File: config.mk
export PLATFORM = sky130hd
export DESIGN_NAME = hdlc_bit_stuffing_framer
export DESIGN_NICKNAME = d
export VERILOG_FILES = /design/src/rtl/hdlcf_pkg.sv /design/src/rtl/hdlc_bit_stuffing_framer.sv
export SDC_FILE = /design/constraint.sdc
export NUM_CORES = 1
export LEC_CHECK = 0
export BUFFER_PORTS_ARGS = -buffer_cell sky130_fd_sc_hd__buf_4
export CORE_ASPECT_RATIO = 1.75
export CORE_MARGIN = 2
export CORE_UTILIZATION = 30
export DETAILED_ROUTE_END_ITERATION = 12
export PLACE_DENSITY_LB_ADDON = 0.12
export SETUP_SLACK_MARGIN = 0.5
export SKIP_LAST_GASP = 1
export SLEW_MARGIN = 20
export SYNTH_ARGS = -nofsm -noshare
export SYNTH_HDL_FRONTEND = slang
export SYNTH_SLANG_ARGS = --single-unit
File: constraint.sdc
create_clock -name i_clk -period 22.6 [get_ports i_clk]
set_input_delay 3.39 -clock i_clk [delete_from_list [all_inputs] [get_ports i_clk]]
set_output_delay 3.39 -clock i_clk [all_outputs]
set_load 0.05 [all_outputs]
File: src/rtl/hdlcf_pkg.sv
`timescale 1ns / 1ps
`default_nettype none

package hdlcf_pkg;

    // Line constants
    localparam logic [7:0] HDLC_FLAG = 8'h7E;
    localparam logic [2:0] STUFF_RUN = 3'd5;
    localparam int         BYTE_BITS = 8;

    // Queue depth; one item causes at most four results (flag, byte, tail, flag or two bytes, tail, flag)
    localparam int MAX_RES = 5;

    // Bits after stuffing of one byte, and their sum with held bits
    localparam int STUFF_W = 10;
    localparam int WORD_W  = 17;

    // One queued result
    typedef struct packed {
        logic [7:0] line_byte;
        logic       is_flag;
    } t_res;

endpackage

`default_nettype wire

File: src/rtl/hdlc_bit_stuffing_framer.sv
// HDLC bit-stuffing framer.
// Input channel: i_in_valid / o_in_ready move one transaction of a payload
// byte (i_data_byte, sent MSB first) and a last-of-frame mark (i_frame_last).
// Output channel: o_out_valid / i_out_ready move one line byte per
// transaction with o_is_flag (opening or closing 0x7E) and o_run_last
// (last result of the input item).
// Each accepted byte is stuffed and packed in the cycle it is accepted; its
// 1 to 4 results are loaded into a short result queue and the first one is
// shown on the next cycle. The queue drains one result per cycle while
// i_out_ready is high; a byte inside a frame gives one or two results.
// The next item is accepted once the queue is empty or in the same cycle
// the last queued result is taken.
// Reset (i_rst_n low at a clock edge) empties the queue and returns the
// framer to "opening flag not sent" with no held bits and no ones run.
// When the receiver stalls, the current result holds steady and the input
// side stays not ready until the queue is down to its final entry and
// that entry is being taken.
`timescale 1ns / 1ps
`default_nettype none

module hdlc_bit_stuffing_framer (
    input  wire logic       i_clk,
    input  wire logic       i_rst_n,
    input  wire logic       i_in_valid,
    output logic            o_in_ready,
    input  wire logic [7:0] i_data_byte,
    input  wire logic       i_frame_last,
    output logic            o_out_valid,
    input  wire logic       i_out_ready,
    output logic [7:0]      o_line_byte,
    output logic            o_is_flag,
    output logic            o_run_last
);
    import hdlcf_pkg::*;

    // Framer state
    logic                r_frame_open, n_frame_open;
    logic [2:0]          r_ones_run,   n_ones_run;
    logic [7:0]          r_acc,        n_acc;
    logic [2:0]          r_held,       n_held;

    // Result queue, head at entry 0
    t_res                r_list [MAX_RES];
    t_res                n_list [MAX_RES];
    logic [2:0]          r_cnt,        n_cnt;

    logic                in_acc;
    logic                out_pop;

    // Stuffing and packing signals
    logic [STUFF_W-1:0]  stuffed;
    logic [3:0]          stuffed_len;
    logic [2:0]          run;
    logic [WORD_W-1:0]   word;
    logic [4:0]          total;
    logic [7:0]          byte_a;
    logic [7:0]          byte_b;
    logic [2:0]          rem;
    logic [7:0]          acc_left;
    t_res                new_list [MAX_RES];
    logic [2:0]          k;

    // Handshakes
    assign o_out_valid = (r_cnt != 3'd0);
    assign out_pop     = o_out_valid && i_out_ready;
    assign o_in_ready  = (r_cnt == 3'd0) || ((r_cnt == 3'd1) && i_out_ready);
    assign in_acc      = i_in_valid && o_in_ready;

    assign o_line_byte = r_list[0].line_byte;
    assign o_is_flag   = r_list[0].is_flag;
    assign o_run_last  = (r_cnt == 3'd1);

    // Bit stuffing of the incoming byte, MSB first
    always_comb begin
        stuffed     = '0;
        stuffed_len = '0;
        run         = r_ones_run;
        for (int b = 7; b >= 0; b--) begin
            stuffed     = {stuffed[STUFF_W-2:0], i_data_byte[b]};
            stuffed_len = stuffed_len + 4'd1;
            if (i_data_byte[b]) begin
                run = run + 3'd1;
                if (run == STUFF_RUN) begin
                    stuffed     = {stuffed[STUFF_W-2:0], 1'b0};
                    stuffed_len = stuffed_len + 4'd1;
                    run         = '0;
                end
            end else begin
                run = '0;
            end
        end
    end

    // Join held bits with the stuffed bits and cut out full bytes
    always_comb begin
        word   = (WORD_W'(r_acc) << stuffed_len) | WORD_W'(stuffed);
        total  = 5'(r_held) + 5'(stuffed_len);
        byte_a = 8'(word >> (total - 5'd8));
        byte_b = 8'(word >> (total - 5'd16));
        if (total >= 5'd16) begin
            rem = 3'(total - 5'd16);
        end else if (total >= 5'(BYTE_BITS)) begin
            rem = 3'(total - 5'd8);
        end else begin
            rem = 3'(total);
        end
        acc_left = 8'(word) & 8'((9'd1 << rem) - 9'd1);
    end

    // Result list for the incoming item
    always_comb begin
        for (int i = 0; i < MAX_RES; i++) begin
            new_list[i] = '0;
        end
        k = '0;
        if (!r_frame_open) begin
            new_list[k] = '{line_byte: HDLC_FLAG, is_flag: 1'b1};
            k           = k + 3'd1;
        end
        if (total >= 5'd16) begin
            new_list[k] = '{line_byte: byte_a, is_flag: 1'b0};
            k           = k + 3'd1;
            new_list[k] = '{line_byte: byte_b, is_flag: 1'b0};
            k           = k + 3'd1;
        end else if (total >= 5'(BYTE_BITS)) begin
            new_list[k] = '{line_byte: byte_a, is_flag: 1'b0};
            k           = k + 3'd1;
        end
        if (i_frame_last) begin
            if (rem != 3'd0) begin
                new_list[k] = '{line_byte: acc_left, is_flag: 1'b0};
                k           = k + 3'd1;
            end
            new_list[k] = '{line_byte: HDLC_FLAG, is_flag: 1'b1};
            k           = k + 3'd1;
        end
    end

    // Next state for framer and queue
    always_comb begin
        n_frame_open = r_frame_open;
        n_ones_run   = r_ones_run;
        n_acc        = r_acc;
        n_held       = r_held;
        n_list       = r_list;
        n_cnt        = r_cnt;
        if (out_pop) begin
            for (int i = 0; i < MAX_RES - 1; i++) begin
                n_list[i] = r_list[i+1];
            end
            n_cnt = r_cnt - 3'd1;
        end
        if (in_acc) begin
            n_list = new_list;
            n_cnt  = k;
            if (i_frame_last) begin
                n_frame_open = 1'b0;
                n_ones_run   = '0;
                n_acc        = '0;
                n_held       = '0;
            end else begin
                n_frame_open = 1'b1;
                n_ones_run   = run;
                n_acc        = acc_left;
                n_held       = rem;
            end
        end
    end

    // Control registers
    always_ff @(posedge i_clk) begin
        if (!i_rst_n) begin
            r_frame_open <= 1'b0;
            r_ones_run   <= '0;
            r_acc        <= '0;
            r_held       <= '0;
            r_cnt        <= '0;
        end else begin
            r_frame_open <= n_frame_open;
            r_ones_run   <= n_ones_run;
            r_acc        <= n_acc;
            r_held       <= n_held;
            r_cnt        <= n_cnt;
        end
    end

    // Queue payload
    always_ff @(posedge i_clk) begin
        r_list <= n_list;
    end

endmodule

`default_nettype wire

# After elaboration in Yosys (flattened, before gate mapping)
# Cells that the tools add are included.
# W data, S select, Z words.
[classes] n_reduce_logical=12 shifts=4 eq_ne=9 bitwise_logic=9 n_lt_le_gt_ge=10 add_sub_neg=31 mux=81
[op_table] cell="$mux W45" n=6
[op_table] cell="$bwmux W45" n=3
[op_table] cell="$demux W9 S3" n=4
[op_table] cell="$mux W3" n=27
[op_table] cell="$mux W4" n=16
[op_table] cell="$add A4 B1 Y4 const B" n=14
[op_table] cell="$mux W9" n=6
[op_table] cell="$add A3 B1 Y3 const B" n=12
[op_table] cell="$mux W36" n=1
[op_table] cell="$or A35 B35 Y35" n=1
[op_table] cell="$shr A17 B5 Y8" n=2
[op_table] cell="$mux W8" n=4
[op_table] cell="$eq A3 B3 Y1 const B" n=8
[op_table] cell="$mux W10" n=2
[op_table] cell="$or A17 B10 Y17" n=1
[op_table] cell="$shl A8 B4 Y17" n=1
[op_table] cell="$ge A4 B4 Y1 const B" n=4
[op_table] cell="$lt A4 B1 Y1 const B" n=4
[op_table] cell="$not A3 Y4" n=4
[op_table] cell="$mux W7" n=2
[op_table] cell="$mux W6" n=2
[op_table] cell="$and A10 B10 Y10" n=1
[op_table] cell="$mux W5" n=2
[op_table] cell="$not A10 Y10" n=1
[op_table] cell="17 further kinds" n=28
[totals] out_inout_bits=12 elab_cells=171 ff_bits=63 in_bits=13

# Logic depth before layout (Yosys ltp)
[depth] depth_word=48 mapped_depth=71

# Least setup slack after synthesis
# Ideal clock, no wire load.
[synth_path] path_type="in2reg" startpoint="in i_data_byte[7]" endpoint="reg r_list[28] (netlist bit), data pin" stages=68 setup_time_ns=0.190 t_required_ns=22.410 slack_ns=7.383 t_arrival_ns=15.027 path_cell_list="nand2_1 > nor2_1 > ha_1 > or3_4 > nand2_1 > nand2_1 > nand3_1 > inv_1 > ha_1 > nor2b_1 > a222oi_1 > nand2_1 > o21ai_0 > nand3_1 > inv_1 > ha_1 > xor2_1 > nand2_1 > [... 32 more ...] > xnor2_1 > inv_2 > clkbuf_1 > ha_1 > o31ai_1 > ha_1 > nor2_1 > nor2_2 > ha_1 > nand2_1 > nor2_1 > a21oi_1 > mux2i_1 > clkbuf_1 > o211ai_1 > a21boi_0 > o21a_1 > a2111oi_2"
[synth_rtl] element="start: declaration" line="hdlc_bit_stuffing_framer.sv:26" text="input wire logic [7:0] i_data_byte,"
[synth_rtl] element="end signal: assignment" line="hdlc_bit_stuffing_framer.sv:189" text="r_list <= n_list;"
[synth_rtl] element="end: declaration" line="hdlc_bit_stuffing_framer.sv:43" text="t_res r_list [MAX_RES];"

==> metrics <==
Vert. Die Dim approximately 210 µm; GPL Wtd Cong 0.922; commonest cells after routing, fill and taps aside 100 x nand2_1, 79 x nor2_1, 66 x a21oi_1; Final Hold Viols 0; Synth Flop Type edfxtp_1; mux cell area share after synthesis ~8.6%; IO Pins 25; largest family of logic cells by synthesized area compound AO/OA/AOI/OAI gates; Clock Skew 9.39 ps; CTS resizes 0; Rel. slew slack 28.8%; Final Slew Violations 0; Crit path top cell by count nand2_1; most common cell after layout, fill and taps aside nand2_1; post-route DRC violation count 0; crit share post-route 77.8%; gr usage total 21.8%; clk_lat worst skew 310 ps; XOR/XNOR share of the synthesized area 5.92%; post-route ant nets 0; largest net degree at the start of global routing 55; Ant. Diodes 0; filler cell count around 2.6k; nets between 900 and 1k; cts hold-fix bufs 0; #FFs+latches synth 55; Cell Rows 75; max incr delay on CP 740 ps; vias in the first global route between 7k and 8k; Worst Path Class, Setup in -> reg; Syn Inst Count 943; clock-pin transition on the worst setup and hold timing paths about 80 ps; register area share after synthesis about a fifth; Starting Density 30.5%; Hold Crit Class reg -> reg; Yosys Warn Count 0; layout cells sized above 1 roughly a tenth; DP Area 0.00770 mm²; Final TNS setup 0 ps; Syn Nets 997; CTS H-tree depth 2; Worst path slowest cell xnor2_1; Cell variety after synth 93; Iter 0 DRT Violations roughly 470; final WL 27.6 mm; first-pass GRT wire length 42.8 mm; syn_area_per_cell 7.75 µm²; Synth top area share 15.2%; fmax approximately 57 MHz; total number of vias 7,387; WP data required 22,630 ps; CTS root buf clkbuf_16; die footprint 0.0257 mm²; HP Start r_held[0]$_SDFFE_PN0P_; Synth Cell Area 0.00731 mm²; setup violators final 0; CTS Sinks 55; Placeable Area between 0.02 and 0.025 mm²; Pre-antenna DRT Iters 5; simple-gate portion of the synthesized area between 20 and 25%; number of synthesized flops with an enable pin 37; ys async rst share 0%; post-synthesis adder-cell area fraction 7.12%; post-synth top area cell edfxtp_1; actual slew at the worst max-slew pin 1060 ps; initial antenna violation count 0; Post-CTS Setup Bufs 0; Critical Path Source Type primary input; cts bufs inserted 5; port bufs 24; DPL Wire Length between 20 and 25 mm; Synth Area in Compound Gates between 20% and 30%; buffer depth of the longest clock path 2; status complete, no violations; vias per std cell 5.97; Core Util, Final 32.8%; synth-to-layout area growth 7.48%; Overflow after GRT 0; Max Cap Viol 0; Final Critical Period 17,590 ps; CTS tree yes; WP data arrival 17,630 ps; DR WL/cell between 20 and 25 µm; synth top area cells edfxtp_1 15%, ha_1 6.8%, nand2_1 5.2%, dfxtp_1 4.9%, a21oi_1 4.5%; crit path capture type register; Chip Width 122 µm; RSZ-0062 raised after global routing false; Finished Cell Area between 0.007 and 0.008 mm²; crit-path max FO 22; Critical Path Start i_data_byte[7]; RR Startpoint r_ones_run[0]$_SDFFE_PN0P_
==> synth_stat cells (7+ instances only) <==
| cell | count |
|---|---|
| a2bb2oi_1 | 7 |
| mux2_2 | 15 |
| nand3_1 | 32 |
| mux4_2 | 7 |
| nor3_1 | 35 |
| inv_1 | 48 |
| xor2_1 | 10 |
| a211oi_1 | 14 |
| xnor2_1 | 29 |
| edfxtp_1 | 37 |
| o31ai_1 | 16 |
| o21ai_1 | 7 |
| o22ai_1 | 9 |
| nand4_1 | 12 |
| a22oi_1 | 11 |
| ha_1 | 40 |
| nor4_1 | 11 |
| o21a_1 | 7 |
| nand2_1 | 101 |
| dfxtp_1 | 18 |
| a31oi_1 | 11 |
| and3_1 | 11 |
| nand2b_1 | 10 |
| and2_1 | 10 |
| nor2_1 | 79 |
| a221oi_1 | 7 |
| o221ai_1 | 21 |
| mux2i_1 | 27 |
| a21oi_1 | 66 |
| nor2b_1 | 19 |
| a21o_1 | 11 |
| o21ai_0 | 36 |
| o211ai_1 | 11 |
| clkbuf_1 | 36 |
| buf_4 | 10 |
==> sequential cells by signal, indices dropped and copies added (netlist names) <==
register,flops
r_list,28
o_line_byte,8
r_acc,8
r_cnt,3
r_held,3
r_ones_run,3
o_is_flag,1
r_frame_open,1
==> logic make-up (layout without fill, tap and decap cells) <==
family	Yosys count	after routing
compound gates	300	300
xor+xnor	43	43
fa+ha+maj	41	41
buf+inv	109	96
flops	55	55
mux	51	51
other cells	1	1
simple gates	343	343
==> worst max-delay path, delay by kind of cell <==
family	cells	cell delay [ps]
AO/OA/AOI/OAI	10	2210
XOR/XNOR	5	1490
adder cells (fa/ha/maj)	10	3270
buffers and inverters	11	1970
multiplexers	2	880
AND/OR/NAND/NOR	25	4370
==> path summary, 6_finish.rpt <==
kind | cells after the start | slack (ps) | to
worst max-delay path | 63 | 5010 | r_list[28]$_DFFE_PP_
worst max register to register | 65 | 6980 | r_list[28]$_DFFE_PP_
worst min-delay path | 2 | 530 | r_held[0]$_SDFFE_PN0P_
worst min register to register | 2 | 530 | r_held[0]$_SDFFE_PN0P_
==> routing by layer <==
| metal | global-route usage (%) | up-vias | wire, µm |
|---|---|---|---|
| met5 | 0 | - | 0 |
| met3 | 1.87 | 98 | 873 |
| met2 | 41.5 | 246 | 14900 |
| met1 | 21.1 | 3518 | 9460 |
| met4 | 16.4 | 0 | 2330 |
| li1 | - | 3525 | - |
==> per-stage QoR <==
stage | std cells | hold slack (ps) | setup WS [ps]
finish | 1238 | 528 | 5010
global route | 1238 | 550 | 3500
CTS | 1238 | 532 | 5050
detailed placement | 1230 | 524 | 4700
global placement | 1230 | 526 | 5100
floorplan | 943 | 486 | 7380
==> area by class of cell <==
| cell class | instances | area [µm²] | share of cell area [%] |
|---|---|---|---|
| Multi-Input combinational cell | 779 | 5390 | 68.6 |
| Sequential cell | 55 | 1470 | 18.7 |
| Tap cell | 308 | 385 | 4.91 |
| Timing Repair Buffer | 34 | 255 | 3.25 |
| Inverter | 54 | 204 | 2.60 |
| Clock buffer | 6 | 139 | 1.77 |
| Clock inverter | 2 | 15.0 | 0.191 |
Power is left out: the tool's default activity adds up to more than one toggle a clock period on the data nets, which glitch-free logic cannot reach.
